--- config.mk ---
export PLATFORM = sky130hd
export DESIGN_NAME = morse_code_led_keyer_unit
export DESIGN_NICKNAME = d
export VERILOG_FILES = /design/src/design/mclk_pkg.sv /design/src/design/mclk_front.sv /design/src/design/mclk_queue.sv /design/src/design/mclk_back.sv /design/src/design/morse_code_led_keyer_unit.sv
export SDC_FILE = /design/constraint.sdc
export NUM_CORES = 1
export LEC_CHECK = 0
export BUFFER_PORTS_ARGS = -buffer_cell sky130_fd_sc_hd__buf_2
export CAP_MARGIN = 20
export CORE_MARGIN = 2
export CORE_UTILIZATION = 60
export DETAILED_ROUTE_END_ITERATION = 6
export GPL_TIMING_DRIVEN = 0
export PLACE_DENSITY = 0.92
export SLEW_MARGIN = 30
export SYNTH_ARGS = -nofsm -noshare
export SYNTH_HDL_FRONTEND = slang
export SYNTH_HIERARCHICAL = 1
export SYNTH_SLANG_ARGS = --single-unit
--- constraint.sdc ---
create_clock -name clk_i -period 6.2 [get_ports clk_i]
set_clock_uncertainty 0.1 [all_clocks]
set_input_delay 0 -clock clk_i [delete_from_list [all_inputs] [get_ports clk_i]]
set_output_delay 0 -clock clk_i [all_outputs]
set_load 0.03 [all_outputs]
--- src/design/mclk_pkg.sv ---
// ----------------------------------------------------------------------------
// mclk_pkg
// Shared types, register indexes and the letter code tables of the keyer.
// ----------------------------------------------------------------------------
`default_nettype none

package mclk_pkg;

  localparam int unsigned LETTER_COUNT = 26;

  localparam logic [7:0] CFG_DOT_TICKS    = 8'd0;
  localparam logic [7:0] CFG_DASH_TICKS   = 8'd1;
  localparam logic [7:0] CFG_GAP_TICKS    = 8'd2;
  localparam logic [7:0] CFG_PAUSE_TICKS  = 8'd3;

  localparam logic MODE_LETTER = 1'b0;
  localparam logic MODE_TICK   = 1'b1;

  typedef enum logic [3:0] {
    PH_IDLE  = 4'b0001,
    PH_ELEM  = 4'b0010,
    PH_GAP   = 4'b0100,
    PH_PAUSE = 4'b1000
  } phase_e;

  typedef struct packed {
    logic       mode;
    logic       in_range;
    logic [3:0] pattern;
    logic [2:0] len;
  } entry_t;

  function automatic logic [2:0] sym_len(input logic [4:0] letter);
    logic [2:0] r;
    case (letter)
      5'd0:  r = 3'd2;  5'd1:  r = 3'd4;  5'd2:  r = 3'd4;  5'd3:  r = 3'd3;
      5'd4:  r = 3'd1;  5'd5:  r = 3'd4;  5'd6:  r = 3'd3;  5'd7:  r = 3'd4;
      5'd8:  r = 3'd2;  5'd9:  r = 3'd4;  5'd10: r = 3'd3;  5'd11: r = 3'd4;
      5'd12: r = 3'd2;  5'd13: r = 3'd2;  5'd14: r = 3'd3;  5'd15: r = 3'd4;
      5'd16: r = 3'd4;  5'd17: r = 3'd3;  5'd18: r = 3'd3;  5'd19: r = 3'd1;
      5'd20: r = 3'd3;  5'd21: r = 3'd4;  5'd22: r = 3'd3;  5'd23: r = 3'd4;
      5'd24: r = 3'd4;  5'd25: r = 3'd4;
      default: r = 3'd0;
    endcase
    return r;
  endfunction

  function automatic logic [3:0] sym_bits(input logic [4:0] letter);
    logic [3:0] r;
    case (letter)
      5'd0:  r = 4'd2;  5'd1:  r = 4'd1;  5'd2:  r = 4'd5;  5'd3:  r = 4'd1;
      5'd4:  r = 4'd0;  5'd5:  r = 4'd4;  5'd6:  r = 4'd3;  5'd7:  r = 4'd0;
      5'd8:  r = 4'd0;  5'd9:  r = 4'd14; 5'd10: r = 4'd5;  5'd11: r = 4'd2;
      5'd12: r = 4'd3;  5'd13: r = 4'd1;  5'd14: r = 4'd7;  5'd15: r = 4'd6;
      5'd16: r = 4'd11; 5'd17: r = 4'd2;  5'd18: r = 4'd0;  5'd19: r = 4'd1;
      5'd20: r = 4'd4;  5'd21: r = 4'd8;  5'd22: r = 4'd6;  5'd23: r = 4'd9;
      5'd24: r = 4'd13; 5'd25: r = 4'd3;
      default: r = 4'd0;
    endcase
    return r;
  endfunction

endpackage

`default_nettype wire

--- src/design/mclk_front.sv ---
// ----------------------------------------------------------------------------
// mclk_front
// Takes input beats, looks up the letter code and packs a queue entry.
// ----------------------------------------------------------------------------
`default_nettype none

module mclk_front (
  input  logic              in_valid_i,
  output logic              in_stall_o,
  input  logic              mode_i,
  input  logic [4:0]        letter_i,
  output logic              push_o,
  output mclk_pkg::entry_t  entry_o,
  input  logic              full_i
);

  assign in_stall_o = full_i;
  assign push_o     = in_valid_i & ~full_i;

  always_comb begin
    entry_o.mode     = mode_i;
    entry_o.in_range = (letter_i < 5'(mclk_pkg::LETTER_COUNT));
    entry_o.pattern  = mclk_pkg::sym_bits(letter_i);
    entry_o.len      = mclk_pkg::sym_len(letter_i);
  end

endmodule

`default_nettype wire

--- src/design/mclk_queue.sv ---
// ----------------------------------------------------------------------------
// mclk_queue
// Two-entry queue between the classifying front and the keying back.
// ----------------------------------------------------------------------------
`default_nettype none

module mclk_queue (
  input  logic              clk_i,
  input  logic              rst_ni,
  input  logic              push_i,
  input  mclk_pkg::entry_t  push_entry_i,
  output logic              full_o,
  output logic              pop_valid_o,
  output mclk_pkg::entry_t  pop_entry_o,
  input  logic              pop_ready_i
);

  mclk_pkg::entry_t mem_q [2];
  logic       wr_ptr_q, wr_ptr_d;
  logic       rd_ptr_q, rd_ptr_d;
  logic [1:0] count_q, count_d;
  logic       pop;

  assign full_o      = (count_q == 2'd2);
  assign pop_valid_o = (count_q != 2'd0);
  assign pop_entry_o = mem_q[rd_ptr_q];
  assign pop         = pop_valid_o & pop_ready_i;

  always_comb begin
    wr_ptr_d = push_i ? ~wr_ptr_q : wr_ptr_q;
    rd_ptr_d = pop ? ~rd_ptr_q : rd_ptr_q;
    count_d  = count_q;
    if (push_i && !pop) begin
      count_d = count_q + 2'd1;
    end else if (pop && !push_i) begin
      count_d = count_q - 2'd1;
    end
  end

  always_ff @(posedge clk_i) begin
    if (push_i) begin
      mem_q[wr_ptr_q] <= push_entry_i;
    end
  end

  always_ff @(posedge clk_i or negedge rst_ni) begin
    if (!rst_ni) begin
      wr_ptr_q <= 1'b0;
      rd_ptr_q <= 1'b0;
      count_q  <= 2'd0;
    end else begin
      wr_ptr_q <= wr_ptr_d;
      rd_ptr_q <= rd_ptr_d;
      count_q  <= count_d;
    end
  end

endmodule

`default_nettype wire

--- src/design/mclk_back.sv ---
// ----------------------------------------------------------------------------
// mclk_back
// Keying state machine, tick countdown, timing registers and result register.
// ----------------------------------------------------------------------------
`default_nettype none

module mclk_back #(
  parameter int unsigned TICK_COUNT_BITS = 8
) (
  input  logic              clk_i,
  input  logic              rst_ni,
  input  logic              q_valid_i,
  input  mclk_pkg::entry_t  q_entry_i,
  output logic              q_ready_o,
  input  logic              cfg_valid_i,
  input  logic [7:0]        cfg_index_i,
  input  logic [7:0]        cfg_data_i,
  output logic              out_valid_o,
  input  logic              out_stall_i,
  output logic              led_level_o,
  output logic              busy_res_o,
  output logic              accepted_o,
  output logic              letter_done_o
);

  localparam int unsigned CW = TICK_COUNT_BITS;
  localparam logic [16:0] CNT_MAX = 17'((64'd1 << CW) - 64'd1);

  function automatic logic [CW-1:0] load_count(input logic [7:0] v);
    logic [16:0] wide;
    logic [CW-1:0] r;
    wide = {9'd0, v};
    if (wide > CNT_MAX) begin
      r = '1;
    end else begin
      r = wide[CW-1:0];
    end
    return r;
  endfunction

  logic [7:0] dot_q, dash_q, gap_q, pause_q;

  mclk_pkg::phase_e phase_q, phase_d;
  logic [3:0]    pattern_q, pattern_d;
  logic [2:0]    left_q, left_d;
  logic [CW-1:0] cnt_q, cnt_d;
  logic          led_q, led_d;

  logic out_valid_q;
  logic led_out_q, busy_out_q, acc_out_q, done_out_q;
  logic acc_d, done_d;
  logic fire;
  logic [3:0] shifted;
  logic [2:0] left_dec;

  assign q_ready_o = ~out_valid_q | ~out_stall_i;
  assign fire      = q_valid_i & q_ready_o;

  always_comb begin
    phase_d   = phase_q;
    pattern_d = pattern_q;
    left_d    = left_q;
    cnt_d     = cnt_q;
    led_d     = led_q;
    acc_d     = 1'b0;
    done_d    = 1'b0;
    shifted   = {1'b0, pattern_q[3:1]};
    left_dec  = (left_q != 3'd0) ? left_q - 3'd1 : 3'd0;
    if (q_entry_i.mode == mclk_pkg::MODE_LETTER) begin
      if (phase_q == mclk_pkg::PH_IDLE && q_entry_i.in_range) begin
        pattern_d = q_entry_i.pattern;
        left_d    = q_entry_i.len;
        phase_d   = mclk_pkg::PH_ELEM;
        led_d     = 1'b0;
        cnt_d     = load_count(q_entry_i.pattern[0] ? dash_q : dot_q);
        acc_d     = 1'b1;
      end
    end else if (phase_q != mclk_pkg::PH_IDLE) begin
      if (cnt_q > CW'(1)) begin
        cnt_d = cnt_q - CW'(1);
      end else begin
        case (phase_q)
          mclk_pkg::PH_ELEM: begin
            phase_d = mclk_pkg::PH_GAP;
            led_d   = 1'b1;
            cnt_d   = load_count(gap_q);
          end
          mclk_pkg::PH_GAP: begin
            pattern_d = shifted;
            left_d    = left_dec;
            if (left_dec != 3'd0) begin
              phase_d = mclk_pkg::PH_ELEM;
              led_d   = 1'b0;
              cnt_d   = load_count(shifted[0] ? dash_q : dot_q);
            end else begin
              phase_d = mclk_pkg::PH_PAUSE;
              cnt_d   = load_count(pause_q);
            end
          end
          mclk_pkg::PH_PAUSE: begin
            phase_d = mclk_pkg::PH_IDLE;
            cnt_d   = '0;
            done_d  = 1'b1;
          end
          default: begin
            phase_d = mclk_pkg::PH_IDLE;
          end
        endcase
      end
    end
  end

  always_ff @(posedge clk_i or negedge rst_ni) begin
    if (!rst_ni) begin
      dot_q   <= 8'd2;
      dash_q  <= 8'd8;
      gap_q   <= 8'd5;
      pause_q <= 8'd20;
    end else if (cfg_valid_i) begin
      case (cfg_index_i)
        mclk_pkg::CFG_DOT_TICKS:   dot_q   <= cfg_data_i;
        mclk_pkg::CFG_DASH_TICKS:  dash_q  <= cfg_data_i;
        mclk_pkg::CFG_GAP_TICKS:   gap_q   <= cfg_data_i;
        mclk_pkg::CFG_PAUSE_TICKS: pause_q <= cfg_data_i;
        default: ;
      endcase
    end
  end

  always_ff @(posedge clk_i or negedge rst_ni) begin
    if (!rst_ni) begin
      phase_q     <= mclk_pkg::PH_IDLE;
      pattern_q   <= 4'd0;
      left_q      <= 3'd0;
      cnt_q       <= '0;
      led_q       <= 1'b1;
      out_valid_q <= 1'b0;
    end else begin
      if (fire) begin
        phase_q   <= phase_d;
        pattern_q <= pattern_d;
        left_q    <= left_d;
        cnt_q     <= cnt_d;
        led_q     <= led_d;
      end
      if (q_ready_o) begin
        out_valid_q <= q_valid_i;
      end
    end
  end

  always_ff @(posedge clk_i) begin
    if (fire) begin
      led_out_q  <= led_d;
      busy_out_q <= (phase_d != mclk_pkg::PH_IDLE);
      acc_out_q  <= acc_d;
      done_out_q <= done_d;
    end
  end

  assign out_valid_o   = out_valid_q;
  assign led_level_o   = led_out_q;
  assign busy_res_o    = busy_out_q;
  assign accepted_o    = acc_out_q;
  assign letter_done_o = done_out_q;

endmodule

`default_nettype wire

--- src/design/morse_code_led_keyer_unit.sv ---
// ----------------------------------------------------------------------------
// morse_code_led_keyer_unit
// Keys letters A to Z as Morse code on an active-low LED, one tick per beat.
// ----------------------------------------------------------------------------
// Each input beat is either a letter (mode 0) or one timing tick (mode 1), and
// each gives exactly one result beat with the LED level, busy flag, accepted
// flag and letter-done flag. The unit takes one beat per clock while nothing
// stalls: the front looks up the letter code, a two-entry queue decouples it
// from the keying state machine, and the result sits in an output register;
// the queue entry and the result are both registered. A letter sent
// while busy is refused. Timing registers (dot, dash, element gap, letter
// pause, index 0 to 3) are written through the cfg port, always ready, and
// should only change while the unit is idle.
`default_nettype none

module morse_code_led_keyer_unit #(
  parameter int unsigned TICK_COUNT_BITS = 8
) (
  input  logic       clk_i,
  input  logic       rst_ni,
  input  logic       in_valid_i,
  output logic       in_stall_o,
  input  logic       mode_i,
  input  logic [4:0] letter_i,
  output logic       out_valid_o,
  input  logic       out_stall_i,
  output logic       led_level_o,
  output logic       busy_res_o,
  output logic       accepted_o,
  output logic       letter_done_o,
  input  logic       cfg_valid_i,
  output logic       cfg_ready_o,
  input  logic [7:0] cfg_index_i,
  input  logic [7:0] cfg_data_i
);

  logic             push;
  logic             full;
  mclk_pkg::entry_t push_entry;
  logic             pop_valid;
  logic             pop_ready;
  mclk_pkg::entry_t pop_entry;

  assign cfg_ready_o = 1'b1;

  mclk_front u_front (
    .in_valid_i (in_valid_i),
    .in_stall_o (in_stall_o),
    .mode_i     (mode_i),
    .letter_i   (letter_i),
    .push_o     (push),
    .entry_o    (push_entry),
    .full_i     (full)
  );

  mclk_queue u_queue (
    .clk_i        (clk_i),
    .rst_ni       (rst_ni),
    .push_i       (push),
    .push_entry_i (push_entry),
    .full_o       (full),
    .pop_valid_o  (pop_valid),
    .pop_entry_o  (pop_entry),
    .pop_ready_i  (pop_ready)
  );

  mclk_back #(
    .TICK_COUNT_BITS (TICK_COUNT_BITS)
  ) u_back (
    .clk_i         (clk_i),
    .rst_ni        (rst_ni),
    .q_valid_i     (pop_valid),
    .q_entry_i     (pop_entry),
    .q_ready_o     (pop_ready),
    .cfg_valid_i   (cfg_valid_i & cfg_ready_o),
    .cfg_index_i   (cfg_index_i),
    .cfg_data_i    (cfg_data_i),
    .out_valid_o   (out_valid_o),
    .out_stall_i   (out_stall_i),
    .led_level_o   (led_level_o),
    .busy_res_o    (busy_res_o),
    .accepted_o    (accepted_o),
    .letter_done_o (letter_done_o)
  );

endmodule

`default_nettype wire

==> out/results.tsv, run 1 <==
metric	value	unit
dr_total_vias	3475	
post_drt_wl_per_cell	17.6	um
clock_path_buffers	2	
nNetsFinal	494	
crit_required	6.29	ns
cap_violations	0	
multi_input_area	0.00223	sq mm
cts_hold_buf	15	
htree_levels	3	
ios	34	
tightest_slew	0.802	ns
critical_path_class	reg2reg	
synthArstFlopShare	71.8	%
endpoint_kind	register	
antennaDiodeCount	0	
ir_drop	0.180	mV
wl	9860	um
first_pass_iters	6	
synth_nets	438	
dieArea	0.00819	sq mm
globalplace.congestion	0.934	
cts_tree	done	
outcome	completed	
core_area	0.00725	sq mm
port_buffers	30	
final_area	0.00510	sq mm
numCtsBuffers	9	
placed_area	0.00476	sq mm
drc	0	
syn_area_per_cell	11.2	sq um
tns	0	ns
post-route-min-period	2.80	ns
die_w	90.5	um
path_max_fanout	10	
setup_viol	0	
hold_slack	0.0789	ns
drt_iter0_drc	339	
start_util	61.9	%
grt_pass1_vias	3426	
rsz0062_at_grt	no	
final_layout_size_suffix_gt1_share	26.9	%
clk_pin_slew	0.08	ns
ys.warnings.count	6	
power_per_cell_area	398	mW/mm^2
die_h	90.5	um
ys_ff_latch	78	
avgViaCountPerCell	6.21	
nFillCells	507	
final_common_cell	dfrtp_1	
yosys_most_used_dff	dfrtp_1	
placementRows	31	
synth_edf_count	22	
syn_inst	400	
post_cts_buffers	0	
grt_start_max_net_pins	57	
finalCritPeriodShare	45.1	%
place_hpwl	6990	um
drv_slew	0	
hold_path.class	in2reg	
grt_pass1_wl	16300	um
ant_nets	0	
yosysUniqueCellTypes	74	
synth_area	0.00449	sq mm
relSlewSlack	46.4	%
grt_usage	25.0	%
grt-ovfl-total	0	
seq_area	0.00207	sq mm
numClockSinks	78	
antenna_found_initial	0	
finalHoldViolCount	0	
fmaxAchievable	0.357	GHz
area_growth	13.6	%
clk_root_buffer_cell	clkbuf_8	
clock_latency	0.36	ns
total_leakage_power	2.15	nW
start_kind	register	
worstPathArrival	2.88	ns
ctsResizeCount	0	
mostFrequentLayoutCells	dfrtp_1, mux2_2, buf_2, nand2_1, edfxtp_1	
ys_seq_area_share	46.2	%
-- worst max-delay path, stage by stage (launching register included) --
cell and delay [ns]:
dfrtp_1 0.33, buf_4 0.18, mux2_2 0.39, inv_1 0.12
buf_2 0.26, nand3_2 0.21, a221oi_2 0.71, mux2i_1 0.26
a41oi_1 0.06
-- path summary, 6_finish.rpt --
path	start	endpoint	slack, ns	depth (start not counted)
worst max-delay path	u_queue/rd_ptr_q	u_back/cnt_q[6]	3.40	8
worst min-delay path	letter_i[1]	u_queue/mem_q[1][7]	0.08	2
worst max register to register	u_queue/rd_ptr_q	u_back/cnt_q[6]	3.40	8
worst min register to register	u_queue/count_q[1]	u_queue/count_q[1]	0.40	1
max in group asynchronous	rst_ni	u_back/dash_q[0]	5.38	2
min in group asynchronous	rst_ni	u_back/pattern_q[2]	0.13	2
-- registers in the layout (all words and copies together), names as in the netlist --
signal                count
u_back/pause_q            8
u_queue/rd_ptr_q          1
u_back/letter_done_o      1
u_back/pattern_q          3
u_back/left_q             3
u_back/accepted_o         1
u_back/out_valid_o        1
u_queue/wr_ptr_q          1
u_back/led_level_o        1
u_back/busy_res_o         1
u_back/dash_q             8
u_queue/mem_q            18
u_back/dot_q              8
u_back/phase_q            4
u_back/gap_q              8
u_back/cnt_q              8
u_queue/count_q           2
u_back/led_q              1
-- cells by family (layout without fill, tap and decap cells) --
group	Yosys count	count (layout)	share of synthesized area, %
compound gates	88	88	13.8
xor+xnor	12	12	2.34
fa+ha+maj	11	11	3.07
buf+inv	40	101	4.16
flops	78	78	46.2
mux	64	64	15.8
other cells	1	1	0.0836
simple gates	106	106	14.5
-- synthesized netlist by cell type, drive strengths merged (3+ instances only) --
cell type | count | area [sq um]
nand2b | 8 | 50.1
nand3 | 6 | 35.0
nand3b | 3 | 22.5
or3 | 6 | 37.5
or2 | 5 | 33.8
o21ai | 19 | 95.1
nor2b | 8 | 50.1
a31oi | 9 | 56.3
ha | 11 | 138
nor3b | 3 | 33.8
nor3 | 9 | 45.0
xnor2 | 6 | 52.6
nor2 | 16 | 60.1
o31ai | 5 | 37.5
dfrtp | 48 | 1200
xor2 | 6 | 52.6
a211oi | 4 | 30.0
o2111ai | 3 | 26.3
mux2i | 21 | 210
nor4 | 4 | 52.6
a21oi | 12 | 60.1
nor4b | 4 | 50.1
mux2 | 42 | 477
o211ai | 6 | 45.0
clkbuf | 9 | 33.8
dfstp | 8 | 210
edfxtp | 22 | 661
inv | 17 | 63.8
nand2 | 23 | 93.8
buf | 14 | 88.8
a32o | 4 | 40.0
-- cell type report --
| class | count | area share, % |
|---|---|---|
| Multi-Input combinational cell | 282 | 43.7 |
| Sequential cell | 78 | 40.6 |
| Clock inverter | 4 | 0.564 |
| Buffer | 23 | 2.40 |
| Clock buffer | 12 | 3.07 |
| Timing Repair Buffer | 45 | 5.94 |
| Tap cell | 99 | 2.43 |
| Inverter | 17 | 1.25 |
-- metal layers --
metal	GRT usage, %	up-vias	wire length, um
met5	0	-	0
met4	12.3	0	277
met3	5.09	33	689
met2	38.4	168	4580
met1	33.9	1668	4310
li1	-	1606	-
-- through the flow --
step	power, mW	setup WS [ns]	instances	util, %
6_report	2.03	3.40	560	70.3
5_1_grt	2.14	3.23	560	70.3
4_1_cts	2.02	3.47	560	70.3
3_5_place_dp	1.65	3.50	529	65.7
3_3_place_gp	1.60	3.52	529	65.6
2_1_floorplan	1.43	3.92	400	-
-- power breakdown --
| group | total, mW | switching [mW] | internal, mW |
|---|---|---|---|
| Sequential | 0.746 | 0.0829 | 0.663 |
| Combinational | 0.923 | 0.554 | 0.370 |
| Clock | 0.359 | 0.189 | 0.171 |
| Total | 2.03 | 0.825 | 1.20 |
(Power assumes the default switching activity.)
==> inputs of run 2 (changes only) <==
ABC_AREA = 1   (was unset)
clock period = 2.65 ns   (was 6.2 ns; I/O delays follow)
==> out/results.tsv, run 2 <==
metric	value	unit	change
outcome	finished, violations left		was completed
violations	design-rule violations		
dieArea	0.00824	sq mm	was 0.00819 sq mm
clk_root_buffer_cell	clkbuf_8		unchanged
cap_violations	0		unchanged
worstPathArrival	2.46	ns	was 2.88 ns
wl	11200	um	was 9860 um
synthAdderAreaFrac	3.05	%	was 3.07%
tightest_slew	0.743	ns	was 0.802 ns
first_pass_iters	7		was 6
syn_area_per_cell	7.56	sq um	was 11.2 sq um
synth_edf_count	22		unchanged
ys.warnings.count	6		unchanged
critical_path_class	reg2reg		unchanged
synth_top_family_by_area	simple AND/OR/NAND/NOR gates		was multiplexers
grt_usage	28.5	%	was 25.0%
mostFrequentLayoutCells	nand2_1, o21ai_0, inv_1, dfrtp_1, nand3_1		was dfrtp_1, mux2_2, buf_2, nand2_1, edfxtp_1
ys_ff_latch	78		unchanged
numClockSinks	78		unchanged
final_area	0.00513	sq mm	was 0.00510 sq mm
largest-register	u_queue/mem_q		unchanged
switchingPower	2.20	mW	was 0.825 mW
endpoint_kind	register		unchanged
synth_area	0.00452	sq mm	was 0.00449 sq mm
rsz0062_at_grt	no		unchanged
path_max_fanout	10		unchanged
grt_start_max_net_pins	57		unchanged
relSlewSlack	50.3	%	was 46.4%
antennaDiodeCount	0		unchanged
start_util	62.3	%	was 61.9%
post-route-min-period	2.30	ns	was 2.80 ns
synthTopCellsByArea	dfrtp_1, nand2_1, edfxtp_1		was dfrtp_1, edfxtp_1, mux2_2
largest_reg_flops	18		unchanged
synth_nets	636		was 438
post_cts_buffers	0		unchanged
internal_power	2.70	mW	was 1.20 mW
fmaxAchievable	0.434	GHz	was 0.357 GHz
avgViaCountPerCell	5.68		was 6.21
pwr-share-seq	36.1	%	was 36.8%
cts_tree	done		unchanged
yosys-top-cells-count	nand2_1, o21ai_0, dfrtp_1, inv_1, nand3_1		was dfrtp_1, mux2_2, edfxtp_1, nand2_1, mux2i_1
syn_inst	598		was 400
finalCritPeriodShare	86.9	%	was 45.1%
synth_mux_area_share	0	%	was 15.8%
die_w	90.8	um	was 90.5 um
drc	1		was 0
final_layout_size_suffix_gt1_share	14.2	%	was 26.9%
placed_area	0.00479	sq mm	was 0.00476 sq mm
place_hpwl	7890	um	was 6990 um
antenna_found_initial	0		unchanged
core_area	0.00725	sq mm	unchanged
clock_path_buffers	2		unchanged
combPwrFrac	45.3	%	was 45.5%
p_clk_share	18.7	%	was 17.7%
area_growth	13.6	%	about the same
yosysUniqueCellTypes	36		was 74
ios	34		unchanged
synth_xor_area_share	0.775	%	was 2.34%
swShare	44.9	%	was 40.7%
grt_pass1_wl	18700	um	was 16300 um
synth-simple-area-share	32.9	%	was 14.5%
placementRows	31		unchanged
total_power	4.90	mW	was 2.03 mW
yosys.area.top_type_share	26.6	%	was 26.8%
grt-ovfl-total	0		unchanged
hold_path.class	in2reg		unchanged
clk_pin_slew	0.09	ns	was 0.08 ns
die_h	90.8	um	was 90.5 um
ctsResizeCount	0		unchanged
htree_levels	3		unchanged
drv_slew	0		unchanged
power_per_cell_area	954	mW/mm^2	was 398 mW/mm^2
final_common_cell	nand2_1		was dfrtp_1
cts_hold_buf	13		was 15
tns	0	ns	unchanged
start_kind	register		unchanged
yosys_most_used_dff	dfrtp_1		unchanged
yosysTopAreaCell	dfrtp_1		unchanged
synthArstFlopShare	71.8	%	unchanged
synth.most_common_cell	nand2_1		was dfrtp_1
crit_required	2.80	ns	was 6.29 ns
finalHoldViolCount	0		unchanged
total_leakage_power	2.44	nW	was 2.15 nW
drt_iter0_drc	436		was 339
ir_drop	0.760	mV	was 0.180 mV
numCtsBuffers	9		unchanged
setup_viol	0		unchanged
synth_compound_area_share	10.1	%	was 13.8%
globalplace.congestion	0.910		was 0.934
ys_seq_area_share	45.9	%	was 46.2%
post_drt_wl_per_cell	14.9	um	was 17.6 um
ant_nets	0		unchanged
clock_latency	0.36	ns	about the same
port_buffers	30		unchanged
dr_total_vias	4295		was 3475
grt_pass1_vias	4091		was 3426
nNetsFinal	690		was 494
-- run 2: logic make-up after synthesis --
logic type | after synthesis
AOI/OAI and AO/OA | 87
xor gates and xnor gates | 4
adders and majority gates | 11
buffers and inverters | 74
DFF | 78
other | 1
and+or+nand+nor | 343
-- run 2: power by group through the flow --
stage	combinational [mW]	sequential (mW)	clock [mW]
global route	2.46	1.79	0.974
global placement	2.02	1.76	0
finish	2.22	1.77	0.915
floorplan	1.55	1.80	0
CTS	2.16	1.76	0.920
detailed placement	2.12	1.78	0
-- run 2: layout make-up --
| class | count | area (sq um) |
|---|---|---|
| fillers | 557 | 2120 |
| plain buffers | 19 | 124 |
| repair buffers | 43 | 283 |
| clock inverters | 4 | 32.5 |
| multi-input cells | 446 | 2120 |
| well taps | 99 | 124 |
| flip-flops and latches | 78 | 2070 |
| clock buffers | 12 | 176 |
| inverters | 55 | 206 |
-- run 2: layer usage --
layer,up-vias,share of wire (%),track usage [%]
met5,-,0,0
met4,0,2.2,13.3
met3,30,7.8,6.51
met2,192,49,46.5
met1,2021,41,36.2
li1,2052,-,-
-- run 2: path summary, 6_finish.rpt --
kind | start | endpoint | slack (ns) | cells after the start
setup / recovery | u_queue/rd_ptr_q | u_back/cnt_q[7] | 0.35 | 12
hold / removal | letter_i[1] | u_queue/mem_q[1][3] | 0.02 | 5
setup reg to reg | u_queue/rd_ptr_q | u_back/cnt_q[7] | 0.35 | 12
hold reg to reg | u_back/gap_q[7] | u_back/gap_q[7] | 0.39 | 2
max in group asynchronous | rst_ni | u_back/gap_q[7] | 1.84 | 2
min in group asynchronous | rst_ni | u_back/cnt_q[1] | 0.13 | 2
-- run 2: worst max-delay path: stages, from the launching register on --
cell and delay (ns):
dfrtp_1 0.39, inv_1 0.25, nand2_1 0.10, nand2_1 0.07, buf_2 0.25, inv_2 0.16, a21oi_1 0.28, nand3_2 0.12
nand2_2 0.13, buf_6 0.16, nor2_1 0.05, nand2_1 0.08, nand2_1 0.06
-- run 2: metrics by stage --
step / hold WS (ns) / setup slack [ns] / utilization [%] / std cells
floorplan: -0.396 / 0.830 / - / 598
global placement: 0.0863 / 0.494 / 66.1 / 727
detailed placement: -0.00243 / 0.388 / 66.1 / 727
CTS: 0.0156 / 0.395 / 70.8 / 756
global route: 0.0452 / 0.224 / 70.8 / 756
finish: 0.0216 / 0.346 / 70.8 / 756
==> inputs of run 3 (changes only) <==
ABC_AREA = unset   (was 1)
==> out/results.tsv, run 3 (synthesis results as in run 1) <==
metric	value	unit	change
fmaxAchievable	0.381	GHz	was 0.434 GHz
port_buffers	30		unchanged
placed_area	0.00476	sq mm	was 0.00479 sq mm
largest-register	u_queue/mem_q		unchanged
multi_input_area	0.00225	sq mm	was 0.00212 sq mm
drc	0		was 1
area_growth	14.6	%	was 13.6%
final_area	0.00514	sq mm	was 0.00513 sq mm
numClockSinks	78		unchanged
grt_usage	25.0	%	was 28.5%
tightest_slew	0.814	ns	was 0.743 ns
grt_pass1_wl	16300	um	was 18700 um
crit_required	2.67	ns	was 2.80 ns
ant_nets	0		unchanged
nNetsFinal	497		was 690
outcome	completed		was finished, violations left
hold_path.class	in2reg		unchanged
die_w	90.5	um	was 90.8 um
start_kind	register		unchanged
globalplace.congestion	0.934		was 0.910
utilization	70.9	%	was 70.8%
path_max_fanout	7		was 10
dieArea	0.00819	sq mm	was 0.00824 sq mm
finalHoldViolCount	0		unchanged
setup_viol	0		unchanged
critical_path_class	reg2reg		unchanged
wl	10000	um	was 11200 um
seq_area	0.00207	sq mm	unchanged
start_util	61.9	%	was 62.3%
nFillCells	497		was 557
relSlewSlack	45.6	%	was 50.3%
avgViaCountPerCell	6.27		was 5.68
first_pass_iters	5		was 7
placementRows	31		unchanged
htree_levels	3		unchanged
numCtsBuffers	9		unchanged
place_hpwl	6990	um	was 7890 um
finalCritPeriodShare	99.1	%	was 86.9%
drv_slew	0		unchanged
largest_reg_flops	18		unchanged
dr_total_vias	3529		was 4295
mostFrequentLayoutCells	dfrtp_1, mux2_2, buf_2, nand2_1, edfxtp_1		was nand2_1, o21ai_0, inv_1, dfrtp_1, nand3_1
endpoint_kind	register		unchanged
grt_start_max_net_pins	57		unchanged
r2r_setup_slack	0.02	ns	was 0.35 ns
clk_pin_slew	0.09	ns	about the same
dp_slack	-0.0543	ns	was 0.388 ns
ios	34		unchanged
total_leakage_power	2.17	nW	was 2.44 nW
clock_latency	0.36	ns	about the same
post_drt_wl_per_cell	17.8	um	was 14.9 um
total_power	4.82	mW	was 4.90 mW
antennaDiodeCount	0		unchanged
antenna_found_initial	0		unchanged
die_h	90.5	um	was 90.8 um
post-route-min-period	2.63	ns	was 2.30 ns
tns	0	ns	unchanged
grt_pass1_vias	3414		was 4091
cts_tree	done		unchanged
setup_slack	0.0229	ns	was 0.346 ns
grt-ovfl-total	0		unchanged
cap_violations	0		unchanged
drt_iter0_drc	358		was 436
power_per_cell_area	937	mW/mm^2	was 954 mW/mm^2
core_area	0.00725	sq mm	unchanged
clk_root_buffer_cell	clkbuf_8		unchanged
ir_drop	0.424	mV	was 0.760 mV
worstPathArrival	2.64	ns	was 2.46 ns
final_layout_size_suffix_gt1_share	27.6	%	was 14.2%
clock_path_buffers	2		unchanged
final_common_cell	dfrtp_1		was nand2_1
## run 3: cell type report
type                            count  share of cell area [%]
Clock buffer                       12                    3.04
Multi-Input combinational cell    282                    43.7
Sequential cell                    78                    40.3
Clock inverter                      4                   0.559
Timing Repair Buffer               48                    6.32
Inverter                           17                    1.24
Buffer                             23                    2.46
Tap cell                           99                    2.41
## run 3: power breakdown
part	switching [mW]	leakage, nW	internal (mW)	total [mW]
logic	1.33	1.17	0.906	2.23
registers	0.196	0.916	1.55	1.75
clock network	0.442	0.0881	0.400	0.842
## run 3: final timing paths
kind                                            end          startpoint  cells after the start
max in group asynchronous          u_back/dash_q[0]              rst_ni                      2
worst max register to register   u_back/led_level_o     u_back/cnt_q[4]                      4
worst min register to register   u_queue/count_q[1]  u_queue/count_q[1]                      1
min in group asynchronous          u_queue/wr_ptr_q              rst_ni                      2
worst min-delay path            u_queue/mem_q[1][7]         letter_i[1]                      2
worst max-delay path             u_back/led_level_o     u_back/cnt_q[4]                      4
## run 3: critical path, cell delays in order, from the launching register on
cell and delay [ns]:
dfrtp_1 0.47, or4_4 0.61, nor3_1 0.55, o2111ai_1 0.30
a32o_1 0.34
## run 3: repair_timing
action | 4_1_cts | 5_1_grt
setup endpoints to repair | 2 | 9
resized for setup | 1 | 4
setup buffers | 0 | 3
pin swaps | 0 | 1
hold buffers | 15 | 0
hold endpoints to repair | 85 | 0
## run 3: through the flow
step / hold slack [ns] / instances
after detailed placement: 0.00124 / 529
after floorplan: -0.396 / 400
after CTS: 0.0699 / 560
after global placement: 0.0851 / 529
final: 0.0741 / 563
after global routing: 0.0842 / 563
## run 3: per-layer routing
metal	share of wire [%]	vias to the layer above	routed length, um	GRT usage [%]
met5	0	-	0	0
met4	2.9	0	289	12.3
met3	7.3	39	729	5.09
met2	46	185	4640	38.2
met1	43	1694	4340	34.1
li1	-	1611	-	-
